[src/rtl/mbe_pkg.sv]
package mbe_pkg;

  localparam int COORD_BITS = 12;
  localparam int FRAC_BITS  = 28;
  localparam int COMP_BITS  = FRAC_BITS + 4;
  localparam int WIDE_W     = 2 * COMP_BITS;
  localparam int SQ_W       = WIDE_W - FRAC_BITS;
  localparam int PIX_W      = 12;
  localparam int ORIGIN_W   = 32;
  localparam int STEP_W     = 31;
  localparam int BOUND_W    = 4;
  localparam int ITER_W     = 16;
  localparam int CFG_W      = 32;
  localparam int CFG_IDX_W  = 3;
  localparam int PC_W       = 4;

  localparam logic [CFG_IDX_W-1:0] REG_ORIGIN_X = 3'd0;
  localparam logic [CFG_IDX_W-1:0] REG_ORIGIN_Y = 3'd1;
  localparam logic [CFG_IDX_W-1:0] REG_STEP_X   = 3'd2;
  localparam logic [CFG_IDX_W-1:0] REG_STEP_Y   = 3'd3;
  localparam logic [CFG_IDX_W-1:0] REG_BOUND    = 3'd4;
  localparam logic [CFG_IDX_W-1:0] REG_MAX_ITER = 3'd5;

  localparam logic [ORIGIN_W-1:0] RST_ORIGIN_X = 32'hD800_0000;
  localparam logic [ORIGIN_W-1:0] RST_ORIGIN_Y = 32'hE800_0000;
  localparam logic [STEP_W-1:0]   RST_STEP     = 31'h0010_0000;
  localparam logic [BOUND_W-1:0]  RST_BOUND    = 4'd4;
  localparam logic [ITER_W-1:0]   RST_MAX_ITER = 16'd256;

  localparam logic [2:0] MUL_NONE   = 3'd0;
  localparam logic [2:0] MUL_STEP_X = 3'd1;
  localparam logic [2:0] MUL_STEP_Y = 3'd2;
  localparam logic [2:0] MUL_AA     = 3'd3;
  localparam logic [2:0] MUL_BB     = 3'd4;
  localparam logic [2:0] MUL_AB     = 3'd5;

  localparam logic [1:0] CND_NEXT    = 2'd0;
  localparam logic [1:0] CND_WAIT_IN = 2'd1;
  localparam logic [1:0] CND_LOOP    = 2'd2;
  localparam logic [1:0] CND_OUT     = 2'd3;

  localparam logic [PC_W-1:0] PC_IDLE  = 4'd0;
  localparam logic [PC_W-1:0] PC_MAP_X = 4'd1;
  localparam logic [PC_W-1:0] PC_MAP_Y = 4'd2;
  localparam logic [PC_W-1:0] PC_INIT  = 4'd3;
  localparam logic [PC_W-1:0] PC_LOOP  = 4'd4;
  localparam logic [PC_W-1:0] PC_SQ_B  = 4'd5;
  localparam logic [PC_W-1:0] PC_CROSS = 4'd6;
  localparam logic [PC_W-1:0] PC_TEST  = 4'd7;
  localparam logic [PC_W-1:0] PC_DONE  = 4'd8;

  typedef struct packed {
    logic [2:0]      mul_sel;
    logic            ld_cre;
    logic            ld_cim;
    logic            ld_aa;
    logic            ld_sums;
    logic            upd;
    logic [1:0]      cond;
    logic [PC_W-1:0] target;
  } ucode_t;

  typedef struct packed {
    logic [2:0] mul_sel;
    logic       cap_in;
    logic       ld_cre;
    logic       ld_cim;
    logic       ld_aa;
    logic       ld_sums;
    logic       cnt;
    logic       upd;
    logic       ld_out;
  } ctrl_t;

  typedef struct packed {
    logic loop_exit;
    logic out_free;
  } stat_t;

  typedef struct packed {
    logic [ORIGIN_W-1:0] origin_x;
    logic [ORIGIN_W-1:0] origin_y;
    logic [STEP_W-1:0]   step_x;
    logic [STEP_W-1:0]   step_y;
    logic [BOUND_W-1:0]  bound;
    logic [ITER_W-1:0]   max_iter;
  } cfg_t;

  function automatic ucode_t ucode_rom(input logic [PC_W-1:0] pc);
    ucode_t w;
    w = '0;
    w.cond = CND_NEXT;
    case (pc)
      PC_IDLE: begin
        w.cond = CND_WAIT_IN;
      end
      PC_MAP_X: begin
        w.mul_sel = MUL_STEP_X;
      end
      PC_MAP_Y: begin
        w.mul_sel = MUL_STEP_Y;
        w.ld_cre  = 1'b1;
      end
      PC_INIT: begin
        w.ld_cim = 1'b1;
      end
      PC_LOOP: begin
        w.mul_sel = MUL_AA;
      end
      PC_SQ_B: begin
        w.mul_sel = MUL_BB;
        w.ld_aa   = 1'b1;
      end
      PC_CROSS: begin
        w.mul_sel = MUL_AB;
        w.ld_sums = 1'b1;
      end
      PC_TEST: begin
        w.upd    = 1'b1;
        w.cond   = CND_LOOP;
        w.target = PC_LOOP;
      end
      PC_DONE: begin
        w.cond   = CND_OUT;
        w.target = PC_IDLE;
      end
      default: begin
        w.cond   = CND_OUT;
        w.target = PC_IDLE;
      end
    endcase
    return w;
  endfunction

  function automatic logic [COMP_BITS-1:0] sat_comp(input logic signed [WIDE_W-1:0] x);
    logic [WIDE_W-COMP_BITS:0] top;
    top = x[WIDE_W-1:COMP_BITS-1];
    if ((&top) || (~|top)) begin
      return x[COMP_BITS-1:0];
    end else if (x[WIDE_W-1]) begin
      return {1'b1, {(COMP_BITS-1){1'b0}}};
    end else begin
      return {1'b0, {(COMP_BITS-1){1'b1}}};
    end
  endfunction

  function automatic logic [COMP_BITS-1:0] mag_comp(input logic [COMP_BITS-1:0] a);
    logic [COMP_BITS-1:0] m;
    m = a[COMP_BITS-1] ? (~a + 1'b1) : a;
    return m;
  endfunction

endpackage

[src/rtl/mbe_seq.sv]
module mbe_seq (
  input  logic          clk,
  input  logic          rst_n,
  input  logic          in_valid,
  output logic          in_stall,
  input  mbe_pkg::stat_t stat,
  output mbe_pkg::ctrl_t ctrl
);

  logic [mbe_pkg::PC_W-1:0] pc_r;
  logic [mbe_pkg::PC_W-1:0] pc_nxt;
  mbe_pkg::ucode_t          uw;

  assign uw = mbe_pkg::ucode_rom(pc_r);

  always_comb begin
    case (uw.cond)
      mbe_pkg::CND_NEXT:    pc_nxt = pc_r + 1'b1;
      mbe_pkg::CND_WAIT_IN: pc_nxt = in_valid ? pc_r + 1'b1 : pc_r;
      mbe_pkg::CND_LOOP:    pc_nxt = stat.loop_exit ? pc_r + 1'b1 : uw.target;
      mbe_pkg::CND_OUT:     pc_nxt = stat.out_free ? uw.target : pc_r;
      default:              pc_nxt = mbe_pkg::PC_IDLE;
    endcase
  end

  always_ff @(posedge clk) begin
    if (!rst_n) begin
      pc_r <= mbe_pkg::PC_IDLE;
    end else begin
      pc_r <= pc_nxt;
    end
  end

  assign in_stall = (uw.cond != mbe_pkg::CND_WAIT_IN);

  always_comb begin
    ctrl.mul_sel = uw.mul_sel;
    ctrl.cap_in  = (uw.cond == mbe_pkg::CND_WAIT_IN) && in_valid;
    ctrl.ld_cre  = uw.ld_cre;
    ctrl.ld_cim  = uw.ld_cim;
    ctrl.ld_aa   = uw.ld_aa;
    ctrl.ld_sums = uw.ld_sums;
    ctrl.cnt     = uw.upd;
    ctrl.upd     = uw.upd && !stat.loop_exit;
    ctrl.ld_out  = (uw.cond == mbe_pkg::CND_OUT) && stat.out_free;
  end

endmodule

[src/rtl/mbe_datapath.sv]
module mbe_datapath (
  input  logic                        clk,
  input  logic                        rst_n,
  input  mbe_pkg::cfg_t               cfg,
  input  mbe_pkg::ctrl_t              ctrl,
  output mbe_pkg::stat_t              stat,
  input  logic [mbe_pkg::PIX_W-1:0]   pixel_x,
  input  logic [mbe_pkg::PIX_W-1:0]   pixel_y,
  output logic                        out_valid,
  input  logic                        out_stall,
  output logic [mbe_pkg::PIX_W-1:0]   out_x,
  output logic [mbe_pkg::PIX_W-1:0]   out_y,
  output logic [mbe_pkg::ITER_W-1:0]  out_count
);

  localparam int CW = mbe_pkg::COMP_BITS;
  localparam int WW = mbe_pkg::WIDE_W;
  localparam int SW = mbe_pkg::SQ_W;
  localparam int FB = mbe_pkg::FRAC_BITS;

  logic [mbe_pkg::COORD_BITS-1:0] px_r, py_r;
  logic [WW-1:0]                  p_r;
  logic [CW-1:0]                  cre_r, cim_r, a_r, b_r;
  logic [SW-1:0]                  aa_r;
  logic [SW:0]                    sum_r;
  logic signed [SW:0]             diff_r;
  logic [mbe_pkg::ITER_W-1:0]     n_r;
  logic [mbe_pkg::PIX_W-1:0]      out_x_r, out_y_r;
  logic [mbe_pkg::ITER_W-1:0]     out_cnt_r;
  logic                           out_valid_r;

  logic [CW-1:0]                  op_a, op_b;
  logic [WW-1:0]                  prod;
  logic [CW-1:0]                  mag_a, mag_b;
  logic signed [WW-1:0]           org_x_w, org_y_w;
  logic [CW-1:0]                  cre_nxt, cim_nxt, re_nxt, im_nxt;
  logic [SW-1:0]                  bb;
  logic [SW:0]                    ab;
  logic signed [WW-1:0]           ab_w, im_term;
  logic [SW:0]                    thr;
  logic [mbe_pkg::ITER_W-1:0]     n_inc;

  assign mag_a = mbe_pkg::mag_comp(a_r);
  assign mag_b = mbe_pkg::mag_comp(b_r);

  always_comb begin
    case (ctrl.mul_sel)
      mbe_pkg::MUL_STEP_X: begin
        op_a = CW'(cfg.step_x);
        op_b = CW'(px_r);
      end
      mbe_pkg::MUL_STEP_Y: begin
        op_a = CW'(cfg.step_y);
        op_b = CW'(py_r);
      end
      mbe_pkg::MUL_AA: begin
        op_a = mag_a;
        op_b = mag_a;
      end
      mbe_pkg::MUL_BB: begin
        op_a = mag_b;
        op_b = mag_b;
      end
      mbe_pkg::MUL_AB: begin
        op_a = mag_a;
        op_b = mag_b;
      end
      default: begin
        op_a = '0;
        op_b = '0;
      end
    endcase
  end

  assign prod = WW'(op_a) * WW'(op_b);

  assign org_x_w = WW'($signed(cfg.origin_x));
  assign org_y_w = WW'($signed(cfg.origin_y));
  assign cre_nxt = mbe_pkg::sat_comp(org_x_w + $signed(p_r));
  assign cim_nxt = mbe_pkg::sat_comp(org_y_w + $signed(p_r));

  assign bb      = p_r[WW-1:FB];
  assign ab      = p_r[WW-1:FB-1];
  assign ab_w    = $signed(WW'(ab));
  assign im_term = (a_r[CW-1] ^ b_r[CW-1]) ? -ab_w : ab_w;
  assign re_nxt  = mbe_pkg::sat_comp(WW'(diff_r) + WW'($signed(cre_r)));
  assign im_nxt  = mbe_pkg::sat_comp(im_term + WW'($signed(cim_r)));

  assign thr            = (SW + 1)'({cfg.bound, {FB{1'b0}}});
  assign n_inc          = n_r + 1'b1;
  assign stat.loop_exit = (n_inc >= cfg.max_iter) || !(sum_r < thr);
  assign stat.out_free  = !out_valid_r || !out_stall;

  always_ff @(posedge clk) begin
    if (ctrl.cap_in) begin
      px_r <= mbe_pkg::COORD_BITS'(pixel_x);
      py_r <= mbe_pkg::COORD_BITS'(pixel_y);
    end
    if (ctrl.mul_sel != mbe_pkg::MUL_NONE) begin
      p_r <= prod;
    end
    if (ctrl.ld_cre) begin
      cre_r <= cre_nxt;
    end
    if (ctrl.ld_cim) begin
      cim_r <= cim_nxt;
      a_r   <= cre_r;
      b_r   <= cim_nxt;
      n_r   <= '0;
    end
    if (ctrl.ld_aa) begin
      aa_r <= p_r[WW-1:FB];
    end
    if (ctrl.ld_sums) begin
      sum_r  <= {1'b0, aa_r} + {1'b0, bb};
      diff_r <= $signed({1'b0, aa_r}) - $signed({1'b0, bb});
    end
    if (ctrl.cnt) begin
      n_r <= n_inc;
    end
    if (ctrl.upd) begin
      a_r <= re_nxt;
      b_r <= im_nxt;
    end
    if (ctrl.ld_out) begin
      out_x_r   <= mbe_pkg::PIX_W'(px_r);
      out_y_r   <= mbe_pkg::PIX_W'(py_r);
      out_cnt_r <= n_r;
    end
  end

  always_ff @(posedge clk) begin
    if (!rst_n) begin
      out_valid_r <= 1'b0;
    end else if (ctrl.ld_out) begin
      out_valid_r <= 1'b1;
    end else if (!out_stall) begin
      out_valid_r <= 1'b0;
    end
  end

  assign out_valid = out_valid_r;
  assign out_x     = out_x_r;
  assign out_y     = out_y_r;
  assign out_count = out_cnt_r;

endmodule

[src/rtl/mandelbrot_escape_time.sv]
// Escape-time evaluator for one pixel at a time. A pixel transaction is mapped
// to the point c, then z = z*z + c is iterated from z = c in signed Q4.28 until
// the count reaches max_iterations or re^2 + im^2 is no longer below
// escape_bound. One 32x32 multiplier, shared under a small microcode program,
// forms the step*pixel products for c, then re^2, im^2 and re*im in turn in
// each iteration. The next pixel is taken while the previous result waits in
// the output register. Configuration may be written only while no pixel is in
// flight.
module mandelbrot_escape_time (
  input  logic                              clk,
  input  logic                              rst_n,
  input  logic                              in_valid,
  output logic                              in_stall,
  input  logic [mbe_pkg::PIX_W-1:0]         in_pixel_x,
  input  logic [mbe_pkg::PIX_W-1:0]         in_pixel_y,
  output logic                              out_valid,
  input  logic                              out_stall,
  output logic [mbe_pkg::PIX_W-1:0]         out_x,
  output logic [mbe_pkg::PIX_W-1:0]         out_y,
  output logic [mbe_pkg::ITER_W-1:0]        out_iteration_count,
  input  logic                              cfg_we,
  input  logic [mbe_pkg::CFG_IDX_W-1:0]     cfg_index,
  input  logic [mbe_pkg::CFG_W-1:0]         cfg_wdata
);

  mbe_pkg::cfg_t  cfg_r;
  mbe_pkg::ctrl_t ctrl;
  mbe_pkg::stat_t stat;

  always_ff @(posedge clk) begin
    if (!rst_n) begin
      cfg_r.origin_x <= mbe_pkg::RST_ORIGIN_X;
      cfg_r.origin_y <= mbe_pkg::RST_ORIGIN_Y;
      cfg_r.step_x   <= mbe_pkg::RST_STEP;
      cfg_r.step_y   <= mbe_pkg::RST_STEP;
      cfg_r.bound    <= mbe_pkg::RST_BOUND;
      cfg_r.max_iter <= mbe_pkg::RST_MAX_ITER;
    end else if (cfg_we) begin
      case (cfg_index)
        mbe_pkg::REG_ORIGIN_X: cfg_r.origin_x <= cfg_wdata[mbe_pkg::ORIGIN_W-1:0];
        mbe_pkg::REG_ORIGIN_Y: cfg_r.origin_y <= cfg_wdata[mbe_pkg::ORIGIN_W-1:0];
        mbe_pkg::REG_STEP_X:   cfg_r.step_x   <= cfg_wdata[mbe_pkg::STEP_W-1:0];
        mbe_pkg::REG_STEP_Y:   cfg_r.step_y   <= cfg_wdata[mbe_pkg::STEP_W-1:0];
        mbe_pkg::REG_BOUND:    cfg_r.bound    <= cfg_wdata[mbe_pkg::BOUND_W-1:0];
        mbe_pkg::REG_MAX_ITER: cfg_r.max_iter <= cfg_wdata[mbe_pkg::ITER_W-1:0];
        default: ;
      endcase
    end
  end

  mbe_seq u_seq (
    .clk      (clk),
    .rst_n    (rst_n),
    .in_valid (in_valid),
    .in_stall (in_stall),
    .stat     (stat),
    .ctrl     (ctrl)
  );

  mbe_datapath u_dp (
    .clk       (clk),
    .rst_n     (rst_n),
    .cfg       (cfg_r),
    .ctrl      (ctrl),
    .stat      (stat),
    .pixel_x   (in_pixel_x),
    .pixel_y   (in_pixel_y),
    .out_valid (out_valid),
    .out_stall (out_stall),
    .out_x     (out_x),
    .out_y     (out_y),
    .out_count (out_iteration_count)
  );

endmodule

[config.mk]
export PLATFORM = sky130hd
export DESIGN_NAME = mandelbrot_escape_time
export DESIGN_NICKNAME = d
export VERILOG_FILES = /design/src/rtl/mbe_pkg.sv /design/src/rtl/mbe_seq.sv /design/src/rtl/mbe_datapath.sv /design/src/rtl/mandelbrot_escape_time.sv
export SDC_FILE = /design/constraint.sdc
export NUM_CORES = 2
export LEC_CHECK = 0
export BUFFER_PORTS_ARGS = -buffer_cell sky130_fd_sc_hd__buf_2
export CAP_MARGIN = 0
export CORE_AREA = 2 2 399 401
export CTS_CLUSTER_DIAMETER = 50
export CTS_CLUSTER_SIZE = 12
export DETAILED_ROUTE_END_ITERATION = 12
export DIE_AREA = 0 0 401 403
export GPL_ROUTABILITY_DRIVEN = 0
export GPL_TIMING_DRIVEN = 0
export PLACE_DENSITY = 0.66
export SLEW_MARGIN = 40
export SYNTH_ARGS = -nofsm -noshare
export SYNTH_HDL_FRONTEND = slang
export SYNTH_SLANG_ARGS = --single-unit
export TNS_END_PERCENT = 20
[constraint.sdc]
create_clock -name clk -period 17.45 [get_ports clk]
set_input_delay 0.8725 -clock clk [delete_from_list [all_inputs] [get_ports clk]]
set_output_delay 0.8725 -clock clk [all_outputs]
set_load 0.01 [all_outputs]
Word level (Yosys, flattened, before mapping)
Cells that the tools add are included.
{"block": "word_totals", "regBits": 533, "inputBits": 64, "word_cells": 137}
{"block": "classes", "n_mul": 1, "reduce_logical": 41, "mux": 33, "bitwise": 3, "n_addsub": 11, "magnitude_cmp": 2, "n_eq_ne": 24}
{"op": "32-bit two-way mux", "n": 14}
{"op": "32-bit one-hot mux with 4 select lines", "n": 2}
{"op": "33-bit AND reduction", "n": 4}
{"op": "33-bit OR reduction", "n": 4}
{"op": "32-bit by 64-bit adder with 64-bit output", "n": 2}
{"op": "32-bit by 1-bit adder with 32-bit output, second input constant", "n": 2}
{"op": "64-bit by 32-bit adder with 64-bit output", "n": 1}
{"op": "32-bit by 32-bit multiplier with 64-bit output", "n": 1}
{"op": "64-bit two-way mux", "n": 1}
{"op": "37-bit negator with 64-bit output", "n": 1}
{"op": "32-bit NOT", "n": 2}
{"op": "37-bit by 32-bit adder with 38-bit output", "n": 1}
{"op": "36-bit by 36-bit adder with 37-bit output", "n": 1}
{"op": "37-bit by 32-bit < comparator with 1-bit output", "n": 1}
{"op": "36-bit by 36-bit subtractor with 37-bit output", "n": 1}
{"op": "16-bit two-way mux", "n": 2}
{"op": "16-bit by 1-bit adder with 16-bit output, second input constant", "n": 1}
{"op": "4-bit by 3-bit == test with 1-bit output, second input constant", "n": 4}
{"op": "16-bit >= comparator", "n": 1}
{"op": "4-bit one-hot mux with 4 select lines", "n": 1}
{"op": "3-bit one-hot mux with 5 select lines", "n": 1}
{"op": "2-bit AND reduction", "n": 7}
{"op": "3-bit by 2-bit == test with 1-bit output, second input constant", "n": 4}
{"op": "3-bit == test, second input constant", "n": 4}
{"op": "other kinds (23)", "n": 52}

Depth between registers and ports, before layout
{"block": "depth", "depth_word": 8, "mapped_depth": 43, "mapped_depth_nobuf": 41}

Cells and area by module
A second synthesis with hierarchy kept.
{"block": "hier_totals", "cells_unflattened": 8318, "hier_area_um2": 72193.0}
{"module": "mbe_datapath", "cells_per_inst": 7744, "n_inst": 1, "area_each_um2": 66349.9, "seq_area_each_um2": 10650.2}
{"module": "mandelbrot_escape_time", "cells_per_inst": 524, "n_inst": 1, "area_each_um2": 5415.2, "seq_area_each_um2": 2922.8}
{"module": "mbe_seq", "cells_per_inst": 50, "n_inst": 1, "area_each_um2": 427.9, "seq_area_each_um2": 80.1}

Worst setup path before layout
No wires, ideal clock.
{"block": "synth_timing", "path_kind": "flip-flop to flip-flop", "from": "register u_dp.a_r[10]", "to": "register u_dp.p_r[63] (data pin)", "path_slack_ns": 6.756, "stages_incl_launch_ff": 35, "t_arrival_ns": 10.433, "path_buffers": 1, "cell_sequence": "edfxtp_1 > or4_1 > or4_1 > or3_1 > or3_1 > or3_1 > o21ai_0 > xor2_1 > nor2_1 > a221oi_1 > nor2_1 > fa_1 > inv_1 > fa_1 > fa_1 > fa_1 > inv_1 > fa_1 > fa_1 > fa_1 > fa_1 > ha_1 > clkbuf_1 > nand3_1 > or4_1 > o31ai_1 > a41oi_1 > a21oi_1 > a211o_1 > a21oi_1 > o21bai_1 > nand4_1 > nand3_1 > o31ai_1 > xnor2_1"}
{"block": "synth_via", "elab_chain_cells": 5}
{"item": "start: declaration", "line_no": "mbe_datapath.sv:23", "text": "logic [CW-1:0] cre_r, cim_r, a_r, b_r;"}
{"item": "start signal: assignment", "line_no": "mbe_datapath.sv:107", "text": "a_r <= cre_r;"}
{"item": "start signal: assignment", "line_no": "mbe_datapath.sv:122", "text": "a_r <= re_nxt;"}
{"item": "32-bit NOT", "line_no": "mbe_pkg.sv:149", "text": "m = a[COMP_BITS-1] ? (~a + 1'b1) : a;"}
{"item": "32-bit by 1-bit adder with 32-bit output", "line_no": "mbe_pkg.sv:149"}
{"item": "32-bit two-way mux *", "line_no": "mbe_pkg.sv:149"}
{"item": "32-bit one-hot mux with 4 select lines", "line_no": "mbe_datapath.sv:47", "text": "case (ctrl.mul_sel)"}
{"item": "32-bit by 32-bit multiplier with 64-bit output *", "line_no": "mbe_datapath.sv:75", "text": "assign prod = WW'(op_a) * WW'(op_b);"}
{"item": "via u_dp.prod[63]", "line_no": "mbe_datapath.sv:33", "text": "logic [WW-1:0] prod;"}
{"item": "end signal: assignment", "line_no": "mbe_datapath.sv:100", "text": "p_r <= prod;"}
{"item": "end: declaration", "line_no": "mbe_datapath.sv:22", "text": "logic [WW-1:0] p_r;"}
Mark *: on every way through the listed nets, which the timed path passes. The rest lies on a longest branch.
A chain may end at the register's enable or synchronous reset.

Worst setup path after layout
{"block": "layout_timing", "from": "register u_seq.pc_r[0] (netlist bit)", "to": "register u_dp.p_r[62] (data pin)"}
{"block": "layout_via", "elab_chain_cells": 6}
{"item": "start: declaration", "line_no": "mbe_seq.sv:10", "text": "logic [mbe_pkg::PC_W-1:0] pc_r;"}
{"item": "start signal: assignment", "line_no": "mbe_seq.sv:28", "text": "pc_r <= mbe_pkg::PC_IDLE;"}
{"item": "start signal: assignment", "line_no": "mbe_seq.sv:30", "text": "pc_r <= pc_nxt;"}
{"item": "4-bit by 3-bit == test with 1-bit output (tied with other cells)", "line_no": "mbe_pkg.sv:93", "text": "case (pc)"}
{"item": "3-bit one-hot mux with 5 select lines *", "line_no": "mbe_pkg.sv:93"}
{"item": "3-bit by 2-bit == test with 1-bit output or 3-bit == test (tied branches)", "line_no": "mbe_datapath.sv:47"}
{"item": "2-bit OR reduction (no line)"}
{"item": "32-bit one-hot mux with 4 select lines", "line_no": "mbe_datapath.sv:47"}
{"item": "32-bit by 32-bit multiplier with 64-bit output *", "line_no": "mbe_datapath.sv:75"}
{"item": "via u_dp.prod[62]", "line_no": "mbe_datapath.sv:33"}
Marked as above.

==> metrics.md <==
| Metric | Value |
|---|---|
| WS Path Type | `flip-flop to flip-flop` |
| I/O pin total | `106` |
| Synth warn | `0` |
| Number of CTS-inserted buffers | `60` |
| Library cells used by synthesis | `95` |
| Syn_area_per_cell | `8.70 µm²` |
| RSZ-0062 raised after global routing | `false` |
| FMAX | `75.6 MHz` |
| Largest net degree at the start of global routing | `37` |
| Ratio of cells with drive above 1 in the final layout | `5.11%` |
| Clk slew on worst S/H paths | `0.06 ns` |
| Slowest library cell on the worst path | `clkbuf_1` |
| Hpwl dp | `217000 µm` |
| Compound-Gate Fraction of Synth Area | `15.7%` |
| Worst IR Drop VDD | `0.0915 mV` |
| Vias per cell | `6.08` |
| Hold Path Class | `input pin to flip-flop` |
| Post-synth ARST share | `0%` |
| Post-synthesis simple-gate area fraction | `15.6%` |
| Rows | `146` |
| Core area | `157000 µm²` |
| Rel. slew slack | `28.5%` |
| Post-CTS resize count | `0` |
| Final Critical Period | `13.23 ns` |
| Synth Area in Adders | `36.1%` |
| Status | `complete, no violations` |
| Drc violations | `0` |
| Placed cell areas | `74300 µm²` |
| CP max FO | `10` |
| Number of fill cells in the layout | `14800` |
| Max cap viols | `0` |
| Slew Limit Fails | `0` |
| CP endpoint kind | `flip-flop` |
| PwrDens | `83.9 nW/µm²` |
| Worst-case clock buffer depth | `3` |
| Vias in the first global route | `61400` |
| DIE AREA | `162000 µm²` |
| Post-synth EDFFs | `354` |
| Drt first pass iters | `7` |
| Synth area leaders | `fa_1 (26%), edfxtp_1 (15%), ha_1 (10%)` |
| Post-CTS Setup Bufs | `0` |
| Starting DRT DRC Count | `7825` |
| DR WL/cell | `25.3 µm` |
| Via Count | `63300` |
| Synth Register Bits | `505` |
| Setup TNS | `0 ns` |
| Count leader, synth | `inv_1` |
| Initial antenna violation count | `9` |
| WP data required | `17.83 ns` |
| WL final | `263000 µm` |
| Period utilization | `75.8%` |
| Proportion of synthesized area in mux cells | `0.247%` |
| CTS tree | `done` |
| Top cell by count, worst path | `fa_1` |
| Clock Latency Late Sink | `0.72 ns` |
| Routed Antenna Nets | `0` |
| Endpoints failing hold | `0` |
| Static leakage | `33.3 nW` |
| Cells after Synth | `8080` |
| Largest family of logic cells by synthesized area | `adder cells` |
| Final total power | `6.41 mW` |
| CP max stage delay | `0.71 ns` |
| Overall Global Routing Usage | `32.1%` |
| Synthesized area | `70300 µm²` |
| Port bufs | `104` |
| Die Height | `403 µm` |
| Post-route cell area | `76300 µm²` |
| Clk_skew | `0.103 ns` |
| Global-route wire length before repair | `388000 µm` |
| Worst Path Arrival | `13.61 ns` |
| Fin nets | `9827` |
| Total congestion overflow | `0` |
| Die width | `401 µm` |
| CTS H-Tree Depth | `2` |
| Post-synthesis sequential area ratio | `19.4%` |
| Post-synth top area cell | `fa_1` |
| Area Overhead vs Synth | `8.53%` |
| Ys flop type | `edfxtp_1` |
| Post-synth top cells | `inv_1 (1098), nand2_1 (1058), fa_1 (901), nor2_1 (832), ha_1 (588)` |
| XOR/XNOR share of the synthesized area | `4.99%` |
| Slew of the pin with the lowest slew margin | `1.07 ns` |
| Final setup fails | `0` |
| Post-synth top area share | `25.6%` |
| Initial core utilization | `44.7%` |
| Syn nets | `9633` |
| Clk sinks | `505` |
| # hold bufs at CTS | `0` |
| CP Launch Type | `flip-flop` |
| Clock Root Buffer | `clkbuf_16` |
==> registers in the layout, summed over array words and instances, names as in the netlist, 16 cells and up <==
register,count
u_dp.aa_r,36
u_dp.cim_r,32
u_dp.p_r,64
cfg_r,146
u_dp.diff_r,37
u_dp.a_r,32
u_dp.cre_r,32
u_dp.n_r,16
u_dp.b_r,32
u_dp.out_count,16
==> routing by layer <==
metal / GRT usage (%) / wire, µm
met5: 0 / 219
met4: 22.5 / 23400
met3: 10.1 / 34300
met2: 46.3 / 107000
met1: 40.8 / 98300
==> placed cells by master, fill, tap and decap left out, types with 58 or more instances in the layout <==
master / synthesis / layout
inv_1: 1098 / 1097
nand2_1: 1058 / 1057
fa_1: 901 / 901
nor2_1: 832 / 827
ha_1: 588 / 588
a21oi_1: 429 / 424
edfxtp_1: 354 / 354
clkbuf_1: 336 / 308
o21ai_0: 296 / 291
xnor2_1: 234 / 232
a21o_1: 203 / 203
xor2_1: 167 / 166
a21boi_0: 153 / 151
dfxtp_1: 151 / 149
buf_2: 16 / 129
nand3_1: 94 / 94
nand4_1: 81 / 81
a31oi_1: 73 / 72
o21bai_1: 72 / 72
nor3_1: 72 / 68
clkbuf_16: 0 / 61
nand2b_1: 58 / 58
==> report_power, final <==
| group | internal, mW | total, mW | switching [mW] |
|---|---|---|---|
| logic | 1.11 | 3.41 | 2.30 |
| clock network | 0.687 | 1.25 | 0.562 |
| registers | 1.52 | 1.75 | 0.226 |
==> stage by stage <==
step | hold slack [ns] | std cells | utilization, % | worst slack [ns]
after floorplan | 0.426 | 8080 | - | 6.76
after detailed placement | 0.450 | 10300 | 47.2 | 4.66
after CTS | 0.302 | 10400 | 48.4 | 4.55
final | 0.330 | 10400 | 48.5 | 4.22
after global placement | 0.444 | 10300 | 46.6 | 2.87
after global routing | 0.307 | 10400 | 48.5 | 3.94
==> path summary, 6_finish.rpt <==
path            startpoint      endpoint  slack (ns)  depth (start not counted)
max          u_seq.pc_r[0]  u_dp.p_r[62]        4.22                         36
min          in_pixel_y[2]  u_dp.py_r[2]        0.33                          1
max reg2reg  u_seq.pc_r[0]  u_dp.p_r[62]        4.22                         36
min reg2reg       cfg_r[2]      cfg_r[2]        0.47                          2
==> critical path: cells and delay by family, from the launching register on <==
family,cells,cell delay (ns)
fa+ha+maj,10,4.82
compound gates,10,3.37
simple gates,8,1.90
buf+inv,7,2.24
xor+xnor,1,0.14
flops,1,0.37
==> layout make-up <==
class,instances,area [µm²],area share [%]
diodes,14,35.0,0.0459
clock buffers,79,1600,2.10
flip-flops and latches,505,13700,17.9
clock inverters,31,320,0.420
multi-input cells,6098,51600,67.6
inverters,1100,4130,5.41
plain buffers,377,1520,1.99
well taps,2072,2590,3.40
repair buffers,132,888,1.16
==> kinds of logic (layout without fill, tap and decap cells) <==
logic type | after synthesis | after routing
fa+ha+maj | 1489 | 1489
flops | 505 | 505
xor+xnor | 401 | 401
compound gates | 1676 | 1676
buf+inv | 1477 | 1719
simple gates | 2515 | 2515
mux | 17 | 17
other cells | 0 | 14
Note: power is estimated with default switching activity, not from simulation.
